**config.mk**
```make
export PLATFORM = sky130hd
export DESIGN_NAME = armed_overvoltage_trip_detector_unit
export DESIGN_NICKNAME = d
export VERILOG_FILES = /design/src/design/aotd_pkg.sv /design/src/design/armed_overvoltage_trip_detector_unit.sv
export SDC_FILE = /design/constraint.sdc
export NUM_CORES = 1
export LEC_CHECK = 0
export ABC_CLOCK_PERIOD_IN_PS = 5500
export BUFFER_PORTS_ARGS = -buffer_cell sky130_fd_sc_hd__buf_2
export CAP_MARGIN = 20
export CORE_MARGIN = 5
export CORE_UTILIZATION = 40
export DETAILED_ROUTE_END_ITERATION = 6
export PLACE_DENSITY_LB_ADDON = 0.3
export SYNTH_ARGS = -nofsm -noshare
export SYNTH_HDL_FRONTEND = slang
export SYNTH_SLANG_ARGS = --single-unit
```
**constraint.sdc**
```tcl
create_clock -name clk -period 5.5 [get_ports clk]
set_input_delay 1.1 -clock clk [delete_from_list [all_inputs] [get_ports clk]]
set_output_delay 1.1 -clock clk [all_outputs]
set_load 0.05 [all_outputs]
```
**src/design/aotd_pkg.sv**
```systemverilog
package aotd_pkg;

  // sample width of the adc code
  localparam int SAMPLE_BITS = 12;
  localparam int THR_BITS    = 12;
  localparam int TIME_BITS   = 32;
  localparam int MS_BITS     = 16;
  localparam int CFG_BITS    = 16;
  localparam int CFG_IDX_BITS = 2;

  // compare width: wide enough for sample plus hysteresis without overflow
  localparam int CMP_BITS = ((SAMPLE_BITS > THR_BITS) ? SAMPLE_BITS : THR_BITS) + 1;

  // register reset values
  localparam logic [THR_BITS-1:0] THRESHOLD_RST  = THR_BITS'(2730);
  localparam logic [THR_BITS-1:0] HYSTERESIS_RST = THR_BITS'(137);
  localparam logic [MS_BITS-1:0]  ARM_TIME_RST   = MS_BITS'(50);
  localparam logic [MS_BITS-1:0]  TRIG_TIME_RST  = MS_BITS'(80);

  typedef enum logic [1:0] {
    PH_WAIT_LOW  = 2'd0,
    PH_ARMED     = 2'd1,
    PH_TRIGGERED = 2'd2
  } phase_t;

  typedef enum logic [CFG_IDX_BITS-1:0] {
    REG_THRESHOLD  = 2'd0,
    REG_HYSTERESIS = 2'd1,
    REG_ARM_TIME   = 2'd2,
    REG_TRIG_TIME  = 2'd3
  } reg_idx_t;

endpackage

```
**src/design/armed_overvoltage_trip_detector_unit.sv**
```systemverilog
// channel | direction | handshake           | payload
// in      | input     | in_valid / in_stall | in_sample, in_time_ms
// out     | output    | out_valid/out_stall | out_mode, out_trip, out_hold_on
// cfg     | input     | cfg_we              | cfg_idx, cfg_wdata
//
// one beat per cycle sustained while out_stall is low; a beat goes from input to output through
// (input register, then compare/subtract logic into the output register)
// the phase latch and the two timers update when a beat moves into the output register
// out_stall holds the output register and, once the input register is full, raises in_stall
// rst_n (synchronous) clears the phase to wait-low and both timers, and loads the config registers' reset values
module armed_overvoltage_trip_detector_unit
  import aotd_pkg::*;
(
  input  logic                     clk,
  input  logic                     rst_n,
  input  logic                     in_valid,
  output logic                     in_stall,
  input  logic [SAMPLE_BITS-1:0]   in_sample,
  input  logic [TIME_BITS-1:0]     in_time_ms,
  output logic                     out_valid,
  input  logic                     out_stall,
  output logic [1:0]               out_mode,
  output logic                     out_trip,
  output logic                     out_hold_on,
  input  logic                     cfg_we,
  input  logic [CFG_IDX_BITS-1:0]  cfg_idx,
  input  logic [CFG_BITS-1:0]      cfg_wdata
);

  logic [THR_BITS-1:0]    threshold_r;
  logic [THR_BITS-1:0]    hysteresis_r;
  logic [MS_BITS-1:0]     arm_time_r;
  logic [MS_BITS-1:0]     trig_time_r;

  logic                   s1_valid_r;
  logic [SAMPLE_BITS-1:0] s1_sample_r;
  logic [TIME_BITS-1:0]   s1_time_r;

  phase_t                 phase_r, phase_nxt;
  logic [TIME_BITS-1:0]   low_start_r, low_start_nxt;
  logic                   low_started_r, low_started_nxt;
  logic [TIME_BITS-1:0]   high_start_r, high_start_nxt;
  logic                   high_started_r, high_started_nxt;
  logic                   trip_nxt;

  logic                   out_valid_r;
  logic [1:0]             out_mode_r;
  logic                   out_trip_r;
  logic                   out_hold_r;

  logic                   s1_adv;
  logic                   in_acc;
  logic                   below_arm;
  logic                   above_thr;
  logic [TIME_BITS-1:0]   low_elapsed;
  logic [TIME_BITS-1:0]   high_elapsed;

  // handshake
  assign s1_adv   = s1_valid_r && (!out_valid_r || !out_stall);
  assign in_stall = s1_valid_r && !s1_adv;
  assign in_acc   = in_valid && !in_stall;

  // config registers
  always_ff @(posedge clk) begin
    if (!rst_n) begin
      threshold_r  <= THRESHOLD_RST;
      hysteresis_r <= HYSTERESIS_RST;
      arm_time_r   <= ARM_TIME_RST;
      trig_time_r  <= TRIG_TIME_RST;
    end else if (cfg_we) begin
      unique case (reg_idx_t'(cfg_idx))
        REG_THRESHOLD:  threshold_r  <= cfg_wdata[THR_BITS-1:0];
        REG_HYSTERESIS: hysteresis_r <= cfg_wdata[THR_BITS-1:0];
        REG_ARM_TIME:   arm_time_r   <= cfg_wdata[MS_BITS-1:0];
        REG_TRIG_TIME:  trig_time_r  <= cfg_wdata[MS_BITS-1:0];
        default: ;
      endcase
    end
  end

  // input register
  always_ff @(posedge clk) begin
    if (!rst_n) begin
      s1_valid_r <= 1'b0;
    end else if (in_acc) begin
      s1_valid_r <= 1'b1;
    end else if (s1_adv) begin
      s1_valid_r <= 1'b0;
    end
  end

  always_ff @(posedge clk) begin
    if (in_acc) begin
      s1_sample_r <= in_sample;
      s1_time_r   <= in_time_ms;
    end
  end

  // level compares; sample + hysteresis < threshold covers a negative arm level
  assign below_arm = (CMP_BITS'(s1_sample_r) + CMP_BITS'(hysteresis_r)) < CMP_BITS'(threshold_r);
  assign above_thr = CMP_BITS'(s1_sample_r) > CMP_BITS'(threshold_r);

  // elapsed time, wraps modulo 2^32
  assign low_elapsed  = s1_time_r - low_start_r;
  assign high_elapsed = s1_time_r - high_start_r;

  // next phase and timers
  always_comb begin
    phase_nxt        = phase_r;
    low_start_nxt    = low_start_r;
    low_started_nxt  = low_started_r;
    high_start_nxt   = high_start_r;
    high_started_nxt = high_started_r;
    trip_nxt         = 1'b0;
    unique case (phase_r)
      PH_WAIT_LOW: begin
        if (below_arm) begin
          if (!low_started_r) begin
            low_start_nxt   = s1_time_r;
            low_started_nxt = 1'b1;
          end else if (low_elapsed >= TIME_BITS'(arm_time_r)) begin
            phase_nxt = PH_ARMED;
          end
        end else begin
          low_started_nxt = 1'b0;
        end
      end
      PH_ARMED: begin
        if (above_thr) begin
          if (!high_started_r) begin
            high_start_nxt   = s1_time_r;
            high_started_nxt = 1'b1;
          end else if (high_elapsed >= TIME_BITS'(trig_time_r)) begin
            phase_nxt = PH_TRIGGERED;
            trip_nxt  = 1'b1;
          end
        end else begin
          high_started_nxt = 1'b0;
        end
      end
      PH_TRIGGERED: ;
      default: ;
    endcase
  end

  // state register, updated as each beat leaves the input register
  always_ff @(posedge clk) begin
    if (!rst_n) begin
      phase_r        <= PH_WAIT_LOW;
      low_start_r    <= '0;
      low_started_r  <= 1'b0;
      high_start_r   <= '0;
      high_started_r <= 1'b0;
    end else if (s1_adv) begin
      phase_r        <= phase_nxt;
      low_start_r    <= low_start_nxt;
      low_started_r  <= low_started_nxt;
      high_start_r   <= high_start_nxt;
      high_started_r <= high_started_nxt;
    end
  end

  // output register
  always_ff @(posedge clk) begin
    if (!rst_n) begin
      out_valid_r <= 1'b0;
    end else if (s1_adv) begin
      out_valid_r <= 1'b1;
    end else if (!out_stall) begin
      out_valid_r <= 1'b0;
    end
  end

  always_ff @(posedge clk) begin
    if (s1_adv) begin
      out_mode_r <= phase_nxt;
      out_trip_r <= trip_nxt;
      out_hold_r <= (phase_nxt != PH_TRIGGERED);
    end
  end

  assign out_valid   = out_valid_r;
  assign out_mode    = out_mode_r;
  assign out_trip    = out_trip_r;
  assign out_hold_on = out_hold_r;

endmodule

```
# Word level (Yosys, flattened, before mapping)
# Index checks and enable logic that the tools add are counted.
# word_totals
regBits	174
in_bits	67
output_inout_bits	6
wordCells	65
# classes
add_sub_neg	3
magnitude_cmp	4
n_eq_ne	6
mux	14
bitwise_logic	2
n_reduce_logical	20
# op_table
operator	count
32-bit by 16-bit greater-or-equal comparator with 1-bit output	2
32-bit subtractor	2
12-bit by 12-bit adder with 13-bit output	1
13-bit by 12-bit < comparator with 1-bit output	1
12-bit > comparator	1
2-bit 2-to-1 mux	6
2-bit AND reduction	6
4-bit AND reduction	2
1-bit 2-to-1 mux	7
2-bit by 1-bit equality test with 1-bit output, second input constant	2
2-bit equality test, second input constant	2
1-bit zero test	4
2-bit zero test	2
2-bit case mux with 2 select lines	1
1-bit logical AND	3
3-bit AND reduction	1
2-bit by 1-bit inequality test with 1-bit output, second input constant	1
2-bit inequality test, second input constant	1
1-bit NOT	2
2-bit nonzero test	1
1-bit logical OR	1

# Logic depth before layout (Yosys ltp)
# logic_depth
word_depth	8
ltp_mapped	21

# Least setup slack after synthesis
# No wires, ideal clock.
# synth_path
path_type	reg2reg
from	register s1_time_r[4]
to	register out_mode_r[1] (netlist: out_mode[1]), data pin
arrival_time_ns	3.933
required_time_ns	5.241
setup_slack_ns	1.309
stages_incl_launch_ff	20
path_buffers	0
cell_sequence	edfxtp_1 -> ha_1 -> a21o_1 -> a31o_2 -> o21ai_1 -> nand2_1 -> nand2_1 -> nand2_1 -> xor2_1 -> ha_1 -> a211oi_1 -> nor2_1 -> nor4_1 -> o2111ai_1 -> or4_1 -> nor4_2 -> nand4_1 -> nand4b_4 -> nand3_2 -> o21bai_1
# synth_via
elab_chain_cells	6
# synth_lines
item	line	text
start, declared	armed_overvoltage_trip_detector_unit.sv:37	logic [TIME_BITS-1:0] s1_time_r;
start signal, assigned	armed_overvoltage_trip_detector_unit.sv:95	s1_time_r <= in_time_ms;
32-bit subtractor (on tied branches)	armed_overvoltage_trip_detector_unit.sv:105, armed_overvoltage_trip_detector_unit.sv:104	
32-bit by 16-bit greater-or-equal comparator with 1-bit output (on tied branches)	armed_overvoltage_trip_detector_unit.sv:133, armed_overvoltage_trip_detector_unit.sv:121	
2-bit 2-to-1 mux (on tied branches)	armed_overvoltage_trip_detector_unit.sv:133, armed_overvoltage_trip_detector_unit.sv:121	
2-bit 2-to-1 mux (on tied branches)	armed_overvoltage_trip_detector_unit.sv:130, armed_overvoltage_trip_detector_unit.sv:118	
2-bit 2-to-1 mux (on tied branches)	armed_overvoltage_trip_detector_unit.sv:129, armed_overvoltage_trip_detector_unit.sv:117	
2-bit case mux with 2 select lines *	armed_overvoltage_trip_detector_unit.sv:115	unique case (phase_r)
net phase_nxt[1]	armed_overvoltage_trip_detector_unit.sv:39	phase_t phase_r, phase_nxt;
end signal, assigned	armed_overvoltage_trip_detector_unit.sv:176	out_mode_r <= phase_nxt;
end, declared	armed_overvoltage_trip_detector_unit.sv:47	logic [1:0] out_mode_r;
# Mark *: on every way through the listed nets, which the timed path passes. The rest lies on a longest branch.
# A chain may end at the register's enable or synchronous reset.

# Final worst setup path
# layout_path
from	register s1_time_r[0]
to	register out_mode_r[0] (netlist: out_mode[0]), data pin
# Same word-level chain as after synthesis.

==> out/results.txt <==
Yosys mapped a number of flops with a built-in enable equal to 48. The number of nets in the synthesized netlist is 1,602, and the remaining max-slew budget at the tightest pin is 26.9%. Synthesis produced 1,403 cells. Sequential cells were found to cover 33.3% of the synthesized design area. After synthesis, the most frequently instantiated cells are nand2_1 (191), ha_1 (129), dfxtp_1 (126), inv_1 (126), a21oi_1 (78). The post-synthesis compound-gate area fraction is 21.2%, and the final standard cell count with taps included and fillers excluded is 1,844. The run gives 0.59 ns as the setup slack of the worst register-to-register path. The endpoint identified for the worst register-to-register timing path is out_mode[0]$_DFFE_PP_. The insertion delay of the later-clocked pin in the worst-skew pair is 0.44 ns, and the number of design rule violations left after detail routing is 0. Actual slew at the worst max-slew pin: 1.09 ns. The leakage power summed over all cells was 0.00501 uW.

The critical path starts at s1_time_r[0]$_DFFE_PP_. Synthesis instantiated 85 different standard cells from the library. The clock slew seen by the registers of the worst setup and hold paths came out at 0.08 ns. Sorting the synthesized cells by area gives the leading types as dfxtp_1 (21%), ha_1 (14%), edfxtp_1 (12%), nand2_1 (6.0%), inv_1 (4.0%). For the via count of the first global-routing pass, the log shows 9,618. The count of cells resized by post-cts repair came out at 0. The synthesized-area fraction occupied by adder cells came out at 14.1%.

The tools report the violation count after the first detailed-route iteration as 548. Setup repair after global routing left no endpoint under its margin. At the worst endpoint, the arrival time is 5.11 ns. Summing all placed instances gives a cell area of 12,600 um^2.

STA classifies the critical path startpoint as a flop. Counting flops and latches in the post-synthesis netlist gives 174. The logs give 51,100 um for the global-route wire length before repair and 5.70 ns for the worst endpoint required time.

The count of port buffers added during placement is 72, and the final critical delay including setup and external delays is 4.91 ns. Counting cells, the worst reg-to-reg path comes to 20. The die area is 33,300 um^2, and the x dimension of the die is 183 um. The number of I/O pins came out at 73.

Cts-stage hold buffer count: 0. The synthesized netlist devotes 3.90% of its cell area to XOR and XNOR gates. The total number of yosys warnings is 0, and the number of buffers inserted to repair setup after CTS is 0. Launch point of the worst reg-to-reg path: s1_time_r[0]$_DFFE_PP_.

For the area of all placed cells without fillers, the log shows 13,200 um^2. Relative to the synthesized area, the layout overhead comes to 11.0%. Cell taking the most area after synthesis: dfxtp_1. Wire length per cell: 17.6 um. In this run the power density over the cells is 260 nW/um^2.

After detailed routing, the total wire length is 32,400 um. The mapped netlist covers 11,900 um^2. The count of final hold-check violations was 0. The share of cells above drive strength 1 works out to 9.42%.

For the depth of the CTS H-tree, the log shows 4. The startpoint identified for the worst hold timing path is low_start_r[30]$_SDFFE_PN0P_. The synthesized netlist devotes 18.8% of its cell area to simple gates. The class of the most critical hold timing path is flop to flop. The final setup violation count is 0, and the largest net degree at the start of global routing is 116. The via count normalized by instance count is 5.50, and the height of the die is 183 um. The dominant combinational cell family by area after synthesis was compound AO/OA/AOI/OAI gates. The average instance in the mapped netlist occupies 8.49 um^2. The run gives 17 as the number of buffers created by CTS. Yosys instantiated no cell more often than nand2_1. The total global-route track usage was 19.2%; the total core area was 29,600 um^2. Master cell of the clock root buffer: clkbuf_16.

The number of clock sinks came out at 174. TritonCTS built the clock tree. For the number of violations of the max-capacitance limit, the log shows 0. 0 antenna diodes ended up in the layout.

IR analysis of the VDD net gives a maximum drop of 0.189 mV. Across the routed clock network, the largest skew measured is 0.0166 ns. The final critical-path share of the clock period is 89.3%.

The congestion estimate from routability-driven global placement came to 0.902. Following the worst setup path forward leads to its endpoint at out_mode[0]$_DFFE_PP_. Once the floorplan was initialized, standard cells occupied 40.3% of the core. The tools report the number of antenna violations at the first check in global routing as 0.

Measured against the total synthesized area, the mux share comes to 2.77%. The most used flip-flop cell after synthesis is dfxtp_1. The run finished with clean final reports. The count of final max-slew check failures is 0, and the first-pass detailed-route iteration total is 5. In the synthesized netlist the async set-or-reset flop fraction comes to 0%. STA classifies the critical path endpoint as a flop. Global routing finished with a remaining overflow of 0. The overall via count from detail_route is 10,100, and the maximum frequency from static timing analysis is 0.204 GHz. The clock passes through at most 2 buffers. The area share of the largest cell type after synthesis is 21.2%, and the antenna violation net count after detailed routing is 0. Setup total negative slack on the finished layout was measured at 0 ns. For the number of rows in the core area, the log shows 63.

In this run the worst path has a maximum fanout of 4. In this run, placement finished with an instance count of 1,810. After the last flow step, the layout net total stands at 1,640.

Detailed placement finished with a half-perimeter wire length of 24,900 um. The category of the most critical setup path was flop to flop.
[worst min path at each step]
stage	end	slack, ns	depth (start not counted)
after global routing	low_start_r[13]$_SDFFE_PN0P_	0.47	2
after CTS	low_start_r[30]$_SDFFE_PN0P_	0.45	2
after global placement	low_start_r[30]$_SDFFE_PN0P_	0.44	2
final	low_start_r[30]$_SDFFE_PN0P_	0.46	2
after floorplan	low_start_r[30]$_SDFFE_PN0P_	0.43	2
after detailed placement	low_start_r[30]$_SDFFE_PN0P_	0.44	2
[area by class of cell]
cell class	instances	area, um^2
fillers	2897	16300
repair buffers	80	455
clock buffers	17	425
multi-input cells	1042	7250
inverters	126	473
clock inverters	15	163
flip-flops and latches	174	3960
well taps	390	488
[cells in the final DEF, fill, tap and decap left out, types with 8 or more instances in the layout]
| cell type | count |
|---|---|
| inv_1 | 126 |
| and2_1 | 9 |
| a21oi_1 | 78 |
| o21bai_1 | 11 |
| ha_1 | 129 |
| a311oi_1 | 9 |
| nor2_1 | 46 |
| a31oi_1 | 10 |
| edfxtp_1 | 48 |
| nor4_1 | 8 |
| dfxtp_1 | 126 |
| and3_1 | 10 |
| nand2_1 | 191 |
| xor2_1 | 16 |
| nor2b_1 | 43 |
| clkbuf_16 | 17 |
| a21boi_0 | 44 |
| o21a_1 | 16 |
| o21ai_0 | 66 |
| nor3_1 | 23 |
| xnor2_1 | 37 |
| nand4_1 | 23 |
| o211ai_1 | 23 |
| mux2i_1 | 33 |
| a21o_1 | 34 |
| nand2b_1 | 9 |
| a211oi_1 | 15 |
| buf_2 | 71 |
| nand3_1 | 50 |
[through the flow]
| stage | hold WS, ns | power (uW) | utilization [%] | worst slack (ns) |
|---|---|---|---|---|
| finish | 0.458 | 3440 | 44.7 | 0.591 |
| detailed placement | 0.444 | 2230 | 42.6 | 0.650 |
| floorplan | 0.428 | 2010 | - | 1.31 |
| CTS | 0.454 | 3470 | 44.6 | 0.627 |
| global route | 0.474 | 3640 | 44.7 | 0.247 |
| global placement | 0.436 | 2220 | 42.6 | 0.701 |
[routing by layer]
| layer | GRT usage, % | vias up | share of wire, % |
|---|---|---|---|
| met3 | 3.25 | 50 | 4.4 |
| met1 | 26.6 | 4788 | 48 |
| li1 | - | 5091 | - |
| met5 | 0 | - | 0 |
| met4 | 6.96 | 0 | 3.0 |
| met2 | 30.0 | 216 | 45 |
[flip-flops by register name, indices dropped and copies added, names as in the netlist, 2 cells and up]
signal / count
hysteresis_r: 12
high_start_r: 32
low_start_r: 32
threshold_r: 12
trig_time_r: 16
arm_time_r: 16
s1_time_r: 32
out_mode: 2
s1_sample_r: 12
phase_r: 2
[critical path, cell delays in order (launching register included)]
cell       delay [ns]
edfxtp_1         0.37
inv_1            0.07
ha_1             0.22
fa_1             0.41
nand2b_1         0.18
a21o_1           0.21
a21o_1           0.20
and2_1           0.18
a21oi_1          0.17
nor2_1           0.07
xnor2_1          0.12
ha_1             0.32
a21oi_1          0.15
nand2_1          0.07
o2bb2ai_1        0.11
a2111oi_0        0.51
nand4b_1         0.15
a211oi_1         0.34
and4_1           0.26
nand4b_1         0.22
a32o_2           0.34
[power by group]
| group | switching [uW] | internal, uW | leakage [uW] |
|---|---|---|---|
| logic | 476 | 322 | 0.00323 |
| clock network | 579 | 648 | 0.000290 |
| registers | 42.1 | 1370 | 0.00149 |
[cells by family (layout without fill, tap and decap cells)]
| family | count (synthesis) | after routing |
|---|---|---|
| and+or+nand+nor | 452 | 452 |
| AOI/OAI and AO/OA | 372 | 372 |
| buffers and inverters | 187 | 238 |
| DFF | 174 | 174 |
| adders and majority gates | 132 | 132 |
| xor gates and xnor gates | 53 | 53 |
| muxes | 33 | 33 |
No activity file was read; power rests on OpenSTA's default activity.
